[src/rtl/plct_pkg.sv]
// Shared types and constants for the phone line call state table.
// Holds the line state codes, event codes, table entry and result beat layouts.
// No dependencies.
package plct_pkg;

  localparam int unsigned LINE_W    = 6;
  localparam int unsigned NUM_LINES = 1 << LINE_W;

  typedef enum logic [2:0] {
    ST_ON_HOOK   = 3'd0,
    ST_RINGING   = 3'd1,
    ST_DIAL_TONE = 3'd2,
    ST_RING_BACK = 3'd3,
    ST_BUSY      = 3'd4,
    ST_CONNECTED = 3'd5,
    ST_ERROR     = 3'd6
  } line_state_e;

  typedef enum logic [1:0] {
    FN_DIAL   = 2'd0,
    FN_PICKUP = 2'd1,
    FN_HANGUP = 2'd2,
    FN_CHAT   = 2'd3
  } func_e;

  // One table entry; all-zero is the reset value (on hook, no peer).
  typedef struct packed {
    line_state_e       state;
    logic [LINE_W-1:0] peer;
    logic              pvalid;
  } entry_t;

  localparam int unsigned ENTRY_W = $bits(entry_t);

  typedef struct packed {
    logic [LINE_W-1:0] line;
    logic              kind;
    line_state_e       code;
    logic [LINE_W-1:0] peer;
    logic              failed;
    logic              last;
  } res_t;

  // Event decision handed from the event logic to the sequencer.
  typedef struct packed {
    entry_t new_a;
    entry_t new_b;
    logic   wr_b;
    logic   two;
    res_t   r0;
    res_t   r1;
  } ev_out_t;

endpackage

[src/rtl/phone_line_call_state_table.sv]
// Phone line call state table, top level.
// Uses plct_pkg, plct_ram (line table) and plct_event (event decisions).
//
// Input channel: one beat is one call event (func, line, target_line,
// target_known), taken when in_valid_i is high and in_stall_o is low.
// Output channel: each event gives one or two beats; the final one has
// last_o set. A beat is taken when out_valid_o is high and out_stall_i low.
// The line table is a 64-entry RAM with registered read, so an event
// is handled as: read originating line, read target or peer line, decide and
// write the originating line, then write the second line when it changed.
// The second write happens only when two lines are updated. The first result
// beat is shown once the decide step loads it into the output buffer.
// Results sit in a two-beat output buffer; the block takes the next event while
// they wait, and holds at the decide step until the buffer has drained.
// A stalled output beat holds its value.
// Reset puts every line on hook with no peer: per-entry written flags are
// cleared, and an entry never written reads as that reset value.
module phone_line_call_state_table (
  input  logic                        clk_i,
  input  logic                        rst_ni,
  input  logic                        in_valid_i,
  output logic                        in_stall_o,
  input  logic [1:0]                  func_i,
  input  logic [plct_pkg::LINE_W-1:0] line_i,
  input  logic [plct_pkg::LINE_W-1:0] target_line_i,
  input  logic                        target_known_i,
  output logic                        out_valid_o,
  input  logic                        out_stall_i,
  output logic [plct_pkg::LINE_W-1:0] notify_line_o,
  output logic                        kind_o,
  output logic [2:0]                  line_state_code_o,
  output logic [plct_pkg::LINE_W-1:0] peer_shown_o,
  output logic                        failed_o,
  output logic                        last_o
);

  typedef enum logic [2:0] {
    S_IDLE,
    S_RDA,
    S_RDB,
    S_CALC,
    S_WRB
  } seq_e;

  seq_e                        state_q;
  plct_pkg::func_e             func_q;
  logic [plct_pkg::LINE_W-1:0] line_q, tgt_q, addr_b_q;
  logic                        known_q;
  plct_pkg::entry_t            ent_a_q, new_b_q;
  logic [plct_pkg::NUM_LINES-1:0] written_q;
  logic                        rd_ok_q;

  plct_pkg::res_t              out_q [2];
  logic [1:0]                  cnt_q;

  logic                         ram_we, ram_re;
  logic [plct_pkg::LINE_W-1:0]  ram_waddr, ram_raddr;
  logic [plct_pkg::ENTRY_W-1:0] ram_wdata, ram_rdata;
  plct_pkg::entry_t            rd_ent;
  plct_pkg::ev_out_t           ev;
  logic                        pop, load;

  plct_ram #(
    .WIDTH(plct_pkg::ENTRY_W),
    .DEPTH(plct_pkg::NUM_LINES)
  ) u_table (
    .clk_i  (clk_i),
    .we_i   (ram_we),
    .waddr_i(ram_waddr),
    .wdata_i(ram_wdata),
    .re_i   (ram_re),
    .raddr_i(ram_raddr),
    .rdata_o(ram_rdata)
  );

  // never-written entries read as on hook, no peer
  assign rd_ent = rd_ok_q ? plct_pkg::entry_t'(ram_rdata) : '0;

  plct_event u_event (
    .func_i        (func_q),
    .line_i        (line_q),
    .target_line_i (tgt_q),
    .target_known_i(known_q),
    .ent_a_i       (ent_a_q),
    .ent_b_i       (rd_ent),
    .ev_o          (ev)
  );

  assign load = (state_q == S_CALC) && (cnt_q == 2'd0);
  assign pop  = out_valid_o && !out_stall_i;

  always_comb begin
    ram_re    = 1'b0;
    ram_raddr = line_q;
    ram_we    = 1'b0;
    ram_waddr = line_q;
    ram_wdata = ev.new_a;
    unique case (state_q)
      S_RDA: ram_re = 1'b1;
      S_RDB: begin
        ram_re    = 1'b1;
        ram_raddr = (func_q == plct_pkg::FN_DIAL) ? tgt_q : rd_ent.peer;
      end
      S_CALC: ram_we = load;
      S_WRB: begin
        ram_we    = 1'b1;
        ram_waddr = addr_b_q;
        ram_wdata = new_b_q;
      end
      default: ;
    endcase
  end

  always_ff @(posedge clk_i or negedge rst_ni) begin
    if (!rst_ni) begin
      state_q   <= S_IDLE;
      written_q <= '0;
      cnt_q     <= 2'd0;
      rd_ok_q   <= 1'b0;
    end else begin
      if (ram_re) begin
        rd_ok_q <= written_q[ram_raddr];
      end
      if (ram_we) begin
        written_q[ram_waddr] <= 1'b1;
      end
      unique case (state_q)
        S_IDLE: begin
          if (in_valid_i) begin
            func_q  <= plct_pkg::func_e'(func_i);
            line_q  <= line_i;
            tgt_q   <= target_line_i;
            known_q <= target_known_i;
            state_q <= S_RDA;
          end
        end
        S_RDA: state_q <= S_RDB;
        S_RDB: begin
          ent_a_q  <= rd_ent;
          addr_b_q <= ram_raddr;
          state_q  <= S_CALC;
        end
        S_CALC: begin
          if (load) begin
            new_b_q <= ev.new_b;
            state_q <= ev.wr_b ? S_WRB : S_IDLE;
          end
        end
        S_WRB: state_q <= S_IDLE;
        default: state_q <= S_IDLE;
      endcase
      // output buffer: loads only when empty, so load and pop never coincide
      if (load) begin
        out_q[0] <= ev.r0;
        out_q[1] <= ev.r1;
        cnt_q    <= ev.two ? 2'd2 : 2'd1;
      end else if (pop) begin
        out_q[0] <= out_q[1];
        cnt_q    <= cnt_q - 2'd1;
      end
    end
  end

  assign in_stall_o        = (state_q != S_IDLE);
  assign out_valid_o       = (cnt_q != 2'd0);
  assign notify_line_o     = out_q[0].line;
  assign kind_o            = out_q[0].kind;
  assign line_state_code_o = 3'(out_q[0].code);
  assign peer_shown_o      = out_q[0].peer;
  assign failed_o          = out_q[0].failed;
  assign last_o            = out_q[0].last;

endmodule

[src/rtl/plct_ram.sv]
// Generic synchronous RAM: one write port, one read port, registered read data.
// No dependencies.
module plct_ram #(
  parameter int unsigned WIDTH = 8,
  parameter int unsigned DEPTH = 64
) (
  input  logic                     clk_i,
  input  logic                     we_i,
  input  logic [$clog2(DEPTH)-1:0] waddr_i,
  input  logic [WIDTH-1:0]         wdata_i,
  input  logic                     re_i,
  input  logic [$clog2(DEPTH)-1:0] raddr_i,
  output logic [WIDTH-1:0]         rdata_o
);

  logic [WIDTH-1:0] mem_q [DEPTH];
  logic [WIDTH-1:0] rdata_q;

  always_ff @(posedge clk_i) begin
    if (we_i) begin
      mem_q[waddr_i] <= wdata_i;
    end
    if (re_i) begin
      rdata_q <= mem_q[raddr_i];
    end
  end

  assign rdata_o = rdata_q;

endmodule

[src/rtl/plct_event.sv]
// Event decision logic: from the originating line's entry and the second entry
// (dial target or current peer) works out the new entries and result beats.
// Depends on plct_pkg.
module plct_event (
  input  plct_pkg::func_e              func_i,
  input  logic [plct_pkg::LINE_W-1:0]  line_i,
  input  logic [plct_pkg::LINE_W-1:0]  target_line_i,
  input  logic                         target_known_i,
  input  plct_pkg::entry_t             ent_a_i,
  input  plct_pkg::entry_t             ent_b_i,
  output plct_pkg::ev_out_t            ev_o
);

  // State notification: peer shown only when connected with a live link.
  function automatic plct_pkg::res_t notify(logic [plct_pkg::LINE_W-1:0] ln,
                                            plct_pkg::entry_t e,
                                            logic failed, logic last);
    plct_pkg::res_t r;
    r.line   = ln;
    r.kind   = 1'b0;
    r.code   = e.state;
    r.peer   = (e.state == plct_pkg::ST_CONNECTED && e.pvalid) ? e.peer : '0;
    r.failed = failed;
    r.last   = last;
    return r;
  endfunction

  always_comb begin
    ev_o       = '0;
    ev_o.new_a = ent_a_i;
    ev_o.new_b = ent_b_i;
    unique case (func_i)
      plct_pkg::FN_DIAL: begin
        if (ent_a_i.state != plct_pkg::ST_DIAL_TONE) begin
          ev_o.r0 = notify(line_i, ent_a_i, 1'b0, 1'b1);
        end else if (!target_known_i) begin
          ev_o.new_a.state = plct_pkg::ST_ERROR;
          ev_o.r0 = notify(line_i, ev_o.new_a, 1'b0, 1'b1);
        end else if (target_line_i == line_i || ent_b_i.pvalid ||
                     ent_b_i.state != plct_pkg::ST_ON_HOOK) begin
          ev_o.new_a.state = plct_pkg::ST_BUSY;
          ev_o.r0 = notify(line_i, ev_o.new_a, 1'b0, 1'b1);
        end else begin
          ev_o.new_a = '{state: plct_pkg::ST_RING_BACK, peer: target_line_i,
                         pvalid: 1'b1};
          ev_o.new_b = '{state: plct_pkg::ST_RINGING, peer: line_i, pvalid: 1'b1};
          ev_o.wr_b  = 1'b1;
          ev_o.two   = 1'b1;
          ev_o.r0 = notify(line_i, ev_o.new_a, 1'b0, 1'b0);
          ev_o.r1 = notify(target_line_i, ev_o.new_b, 1'b0, 1'b1);
        end
      end
      plct_pkg::FN_PICKUP: begin
        if (ent_a_i.state == plct_pkg::ST_ON_HOOK) begin
          ev_o.new_a.state = plct_pkg::ST_DIAL_TONE;
          ev_o.r0 = notify(line_i, ev_o.new_a, 1'b0, 1'b1);
        end else if (ent_a_i.state == plct_pkg::ST_RINGING && ent_a_i.pvalid) begin
          ev_o.new_a.state = plct_pkg::ST_CONNECTED;
          ev_o.new_b.state = plct_pkg::ST_CONNECTED;
          ev_o.wr_b = 1'b1;
          ev_o.two  = 1'b1;
          ev_o.r0 = notify(line_i, ev_o.new_a, 1'b0, 1'b0);
          ev_o.r1 = notify(ent_a_i.peer, ev_o.new_b, 1'b0, 1'b1);
        end else begin
          ev_o.r0 = notify(line_i, ent_a_i, 1'b0, 1'b1);
        end
      end
      plct_pkg::FN_HANGUP: begin
        ev_o.new_a.state = plct_pkg::ST_ON_HOOK;
        if (ent_a_i.pvalid && (ent_a_i.state == plct_pkg::ST_CONNECTED ||
                               ent_a_i.state == plct_pkg::ST_RINGING ||
                               ent_a_i.state == plct_pkg::ST_RING_BACK)) begin
          ev_o.new_a = '0;
          ev_o.new_b = '0;
          ev_o.new_b.state = (ent_a_i.state == plct_pkg::ST_RING_BACK) ?
                             plct_pkg::ST_ON_HOOK : plct_pkg::ST_DIAL_TONE;
          ev_o.wr_b = 1'b1;
          ev_o.two  = 1'b1;
          ev_o.r0 = notify(line_i, ev_o.new_a, 1'b0, 1'b0);
          ev_o.r1 = notify(ent_a_i.peer, ev_o.new_b, 1'b0, 1'b1);
        end else begin
          ev_o.r0 = notify(line_i, ev_o.new_a, 1'b0, 1'b1);
        end
      end
      plct_pkg::FN_CHAT: begin
        if (ent_a_i.state == plct_pkg::ST_CONNECTED && ent_a_i.pvalid) begin
          ev_o.two = 1'b1;
          ev_o.r0  = '{line: ent_a_i.peer, kind: 1'b1, code: ent_b_i.state,
                       peer: line_i, failed: 1'b0, last: 1'b0};
          ev_o.r1  = notify(line_i, ent_a_i, 1'b0, 1'b1);
        end else begin
          ev_o.r0 = notify(line_i, ent_a_i, 1'b1, 1'b1);
        end
      end
      default: ev_o.r0 = notify(line_i, ent_a_i, 1'b0, 1'b1);
    endcase
  end

endmodule

[config.mk]
export PLATFORM = sky130hd
export DESIGN_NAME = phone_line_call_state_table
export DESIGN_NICKNAME = d
export VERILOG_FILES = /design/src/rtl/plct_pkg.sv /design/src/rtl/phone_line_call_state_table.sv /design/src/rtl/plct_ram.sv /design/src/rtl/plct_event.sv
export SDC_FILE = /design/constraint.sdc
export NUM_CORES = 1
export LEC_CHECK = 0
export BUFFER_PORTS_ARGS = -buffer_cell sky130_fd_sc_hd__buf_2
export CORE_ASPECT_RATIO = 0.8
export CORE_UTILIZATION = 30
export CTS_CLUSTER_SIZE = 14
export DETAILED_ROUTE_END_ITERATION = 7
export GPL_TIMING_DRIVEN = 0
export PLACE_DENSITY = 0.43
export SLEW_MARGIN = 0
export SYNTH_ARGS = -nofsm -noshare
export SYNTH_HDL_FRONTEND = slang
export SYNTH_HIERARCHICAL = 1
export SYNTH_SLANG_ARGS = --single-unit
[constraint.sdc]
create_clock -name clk_i -period 10.3 [get_ports clk_i]
set_input_delay 0.515 -clock clk_i [delete_from_list [all_inputs] [get_ports clk_i]]
set_output_delay 0.515 -clock clk_i [all_outputs]
set_load 0.02 [all_outputs]
======== Word level (Yosys, flattened, before mapping) ========
Memories as Yosys holds them, arrays and structs flattened. A register that Yosys moved wholly into a read port is not among the register bits.
Cells that the tools add are included.
operators by class
  add/sub/neg operators ................... 1
  $lt $le $gt $ge ......................... 3
  eq/ne operators ......................... 14
  muxes and demuxes ....................... 63
  bitwise logic cells ..................... 2
  reductions and logical operators ........ 26
operator list
  kind                number
  $mux 18             9
  $pmux 37 s4         1
  $or 64x64->64       1
  $mux 19             3
  $mux 11             5
  $mux 6              6
  $pmux 7 s2          2
  $mux 3              9
  $mux 22             1
  $mux 10             2
  $pmux 3 s3          2
  $lt 6x7->1 const B  2
  $mux 1              12
  $mux 2              6
  $pmux 3 s4          1
  $eq 3x2->1 const B  3
  $logic_and 1x1->1   8
  $bmux 1 s6          1
  $demux 1 s6         1
  $eq 3x1->1 const B  2
  $eq 3x3->1 const B  2
  $eq 6x6->1          1
  $ge 6x1->1 const B  1
  $logic_not 3->1     2
  other kinds (16)    26
storage, ports and cells
  register bits ........................... 111
  memory bits (writable) .................. 676
  input bits .............................. 19
  logic and storage cells ................. 126
  memories ................................ 2
memories
  memory         depth  bits a word  rd ports  clocked after Yosys merged registers in  write ports  RTL line                           RTL
  u_table.mem_q  64     10           1         1                                        1            plct_ram.sv:16                     logic [WIDTH-1:0] mem_q [DEPTH];
  out_q          2      18           2         0                                        2            phone_line_call_state_table.sv:53  plct_pkg::res_t out_q [2];

======== Longest topological paths before layout ========
  depth after elaboration ................. 10
  gate-level depth with buffers ........... 16
  depth with buffers taken out ............ 9

======== Modules after synthesis ========
Netlist, hierarchy kept.
by module, submodules not included
  module                       times used  cells each  area each (um^2)  seq. area each (um^2)
  plct_ram                     1           1118        25201.7           19518.7
  phone_line_call_state_table  1           476         6326.1            4063.9
  plct_event                   1           171         1117.3            0.0

======== Least setup slack after synthesis ========
No wires, ideal clock.
  path type ............................... register to register
  start ................................... register func_q[1]
  end ..................................... register u_table.rdata_q[2] (netlist: u_table/rdata_o[2]) (read register of u_table.mem_q) (data pin)
  data arrival time ....................... 3.364 ns
  data required time ...................... 10.039 ns
  path slack .............................. 6.675 ns
  cell stages (with the launch flop) ...... 13
  path buffers ............................ 4
  clock period less this slack ............ 3.625 ns
  path through ............................ edfxtp_1 -> or3b_2 -> nand3_1 -> nand2_2 -> inv_2 -> buf_2 -> buf_6 -> buf_4 -> buf_2 -> mux4_2 -> mux2_2 -> o31ai_1 -> o21ai_1
on the way
  cells in the longest elaborated chain, start to end .. 3
ends and longest elaborated chain
  element                  RTL line                            RTL
  start, declared          phone_line_call_state_table.sv:46   plct_pkg::func_e func_q;
  start signal, assigned   phone_line_call_state_table.sv:130  func_q <= plct_pkg::func_e'(func_i);
  $logic_not 2->1          phone_line_call_state_table.sv:102  ram_raddr = (func_q == plct_pkg::FN_DIAL) ? tgt_q : rd_ent.peer;
  $mux 6                   phone_line_call_state_table.sv:102
  $mux 6                   phone_line_call_state_table.sv:98   unique case (state_q)
  via ram_raddr (one bit)  phone_line_call_state_table.sv:57   logic [plct_pkg::LINE_W-1:0] ram_waddr, ram_raddr;
  end, declared            plct_ram.sv:17                      logic [WIDTH-1:0] rdata_q;
The timed path passes the listed nets, and every way through them passes these cells.
A chain may end at the register's enable or synchronous reset.

======== Worst setup path in the final report ========
  start ................................... register func_q[0]
  end ..................................... register u_table.rdata_q[5] (netlist: u_table/rdata_o[5]) (read register of u_table.mem_q) (data pin)
The elaborated chain is that of the path after synthesis.

==> run metrics <==
Syn Inst Count 1,765; R2R cell count 12; CP Max Fanout 11; via count 17,200; Worst-Margin Slew 1.36 ns; type of origin of the critical path flip-flop; worst hold slack 0.184 ns; reg2reg setup slack 4.93 ns; outcome finished, final reports clean; Netlist Area Pre-Place 32,600 µm²; Reg-to-Reg Start func_q[0]; clock sink count 797; # DRC 0; Worst EP required 10.69 ns; dpl hpwl 58,200 µm; Max-Cap Viols 0; Fin. Hold Viols 0; initial antenna violation count 2; Hold Startpoint out_stall_i; Setup crit start func_q[0]; Synth top area share 0.669; Tot Pwr 9.58 mW; Post-synth top flop edfxtp_1; CTS buffer count 84; Setup TNS Final 0 ns; Final WS setup 4.93 ns; CP dominant cell by count buf_2; H-tree levels 3; Power Density 254 nW/µm²; Placer Congestion 0.807; ANT nets after route 0; RSZ-0062 raised after global routing no; Post-synth EDFFs 727; pin count of the biggest net entering global routing 65; area leader, netlist edfxtp_1; WHS Path Cells 3; post-synth cell types 84; Crit path depth 12; CP endpoint kind flip-flop; fin crit share 0.521; area of the core 107,000 µm²; Synth Register Bits 797; final setup vio count 0; DRT Pass-1 Iters 5; FMAX 186 MHz; delay-heaviest family, CP buffers and inverters; TritonCTS clock tree done; crit path time final 5.37 ns; Slew Viols, Final 0; fill cell count 10,100; WL final 89,900 µm; Initial Util 0.305; ys async rst share 0.0878; critical path class reg2reg; Ports 39; die height 297 µm; Row Count 107; Avg WL per Cell 26.4 µm; WP buf/inv 5; post-CTS sizing 0; # port buffers 38; synth cell count leaders edfxtp_1, mux4_2, nor2_1, nand2_1, mux2i_1; worst clock skew 0.0308 ns; Clock Pin Slew Worst Setup and Hold Paths 0.05 ns; P&R area growth vs syn 15.4%; 1st-iter DRT viols 1,378; Worst Path Arrival 5.75 ns; CP max stage delay 0.59 ns; Cell Chain, Critical Path or3b_2 -> nand3_1 -> nand2_2 -> inv_2 -> buf_2 -> buf_6 -> buf_4 -> buf_2 -> mux4_2 -> mux2i_1 -> a221oi_1 -> a22o_1; final cell count without fillers 3,399; Synth Warn # 6; die area 110,000 µm²; root buf cell clkbuf_16; total global-route track usage 0.164; leakage power 12.9 nW; Worst Hold Class in2reg; first-pass GRT wire length 129,000 µm; relative slew slack 0.0946; largest cells by area after synthesis edfxtp_1, mux4_2, dfrtp_1; Placed Cells 3,227; share of layout cells above drive strength 1 0.233; most frequent cell after synthesis edfxtp_1; Syn Area/Cell 18.5 µm²; drt via density 5.07; Worst VDD drop 0.000158 V; worst skew pair latency 0.67 ns; critical path's slowest cell edfxtp_1; grt total ovfl 0; vias in the first global route 17,700; die width 371 µm; Nets 1,932; Seq/Total Area, Yosys 0.722; dpl ws 4.90 ns; CTS Buffer Depth 3
==> cells in the final DEF, fill, tap and decap left out, types with 16 or more instances in the layout <==
master / instances
mux2i_1: 76
nor2_1: 93
nand2_1: 84
nand3_1: 26
buf_4: 24
buf_2: 62
a21o_1: 58
clkinv_1: 19
dfrtp_1: 70
o21ai_0: 26
a211oi_1: 18
clkbuf_16: 86
dlygate4sd3_1: 16
edfxtp_1: 727
mux2_2: 33
mux4_2: 161
o22ai_1: 19
clkbuf_1: 53
and2_1: 21
inv_1: 29
==> final timing paths <==
path	end
max	u_table/rdata_o[5]
min	cnt_q[1]
max reg2reg	u_table/rdata_o[5]
min reg2reg	written_q[28]
max in group asynchronous	written_q[63]
min in group asynchronous	written_q[57]
==> where the power goes <==
group	leakage, nW	internal, mW	switching (mW)
clock	1.34	1.78	1.28
sequential	7.54	3.86	0.0807
combinational	3.99	0.975	1.60
total	12.9	6.62	2.96
==> worst register-to-register path, cell delays in order (launching register included) <==
cell and delay, ns:
edfxtp_1 0.59, or3b_2 0.54, nand3_1 0.38, nand2_2 0.25, inv_2 0.25, buf_2 0.31, buf_6 0.21, buf_4 0.31
buf_2 0.49, mux4_2 0.59, mux2i_1 0.47, a221oi_1 0.34, a22o_1 0.37
==> through the flow <==
| stage | area (µm²) | utilization |
|---|---|---|
| after floorplan | 32600 | - |
| after global placement | 34600 | 0.323 |
| after detailed placement | 34700 | 0.324 |
| after CTS | 37600 | 0.351 |
| after global routing | 37700 | 0.352 |
| final | 37700 | 0.352 |
==> kinds of logic after synthesis <==
logic type                 count (synthesis)  synth area share
DFF                                      797             0.722
and+or+nand+nor                          311            0.0477
muxes                                    284             0.151
AOI/OAI and AO/OA                        238            0.0558
buffers and inverters                    126            0.0205
xor gates and xnor gates                   7           0.00188
adders and majority gates                  1          0.000383
other                                      1          0.000115
==> final cells by class <==
| cell class | instances | area [µm²] | area share |
|---|---|---|---|
| Multi-Input combinational cell | 843 | 8450 | 0.224 |
| Tap cell | 1417 | 1770 | 0.0471 |
| Inverter | 32 | 120 | 0.00319 |
| Clock inverter | 50 | 517 | 0.0137 |
| Antenna cell | 1 | 2.50 | 0.0000664 |
| Clock buffer | 105 | 2220 | 0.0590 |
| Buffer | 94 | 549 | 0.0146 |
| Sequential cell | 797 | 23600 | 0.626 |
| Timing Repair Buffer | 60 | 455 | 0.0121 |
==> routing by layer <==
metal / GRT usage / part of all wire / up-vias
li1: - / - / 7416
met1: 0.246 / 0.48 / 9315
met2: 0.245 / 0.45 / 399
met3: 0.0314 / 0.046 / 105
met4: 0.0358 / 0.018 / 0
met5: 0 / 0 / -
==> sequential cells by signal (all words and copies together) (netlist names) <==
signal / flops
cnt_q: 2
tgt_q: 6
addr_b_q: 6
line_q: 6
u_table/rdata_o: 10
func_q: 2
state_q: 3
ent_a_q: 10
out_q: 36
known_q: 1
written_q: 64
u_table/mem_q: 640
rd_ok_q: 1
new_b_q: 10
==> what timing repair did <==
item                      CTS  global route
hold buffers               16             0
buffers inserted            0             0
hold endpoints to repair   35             0
No activity file was read; power rests on OpenSTA's default activity.
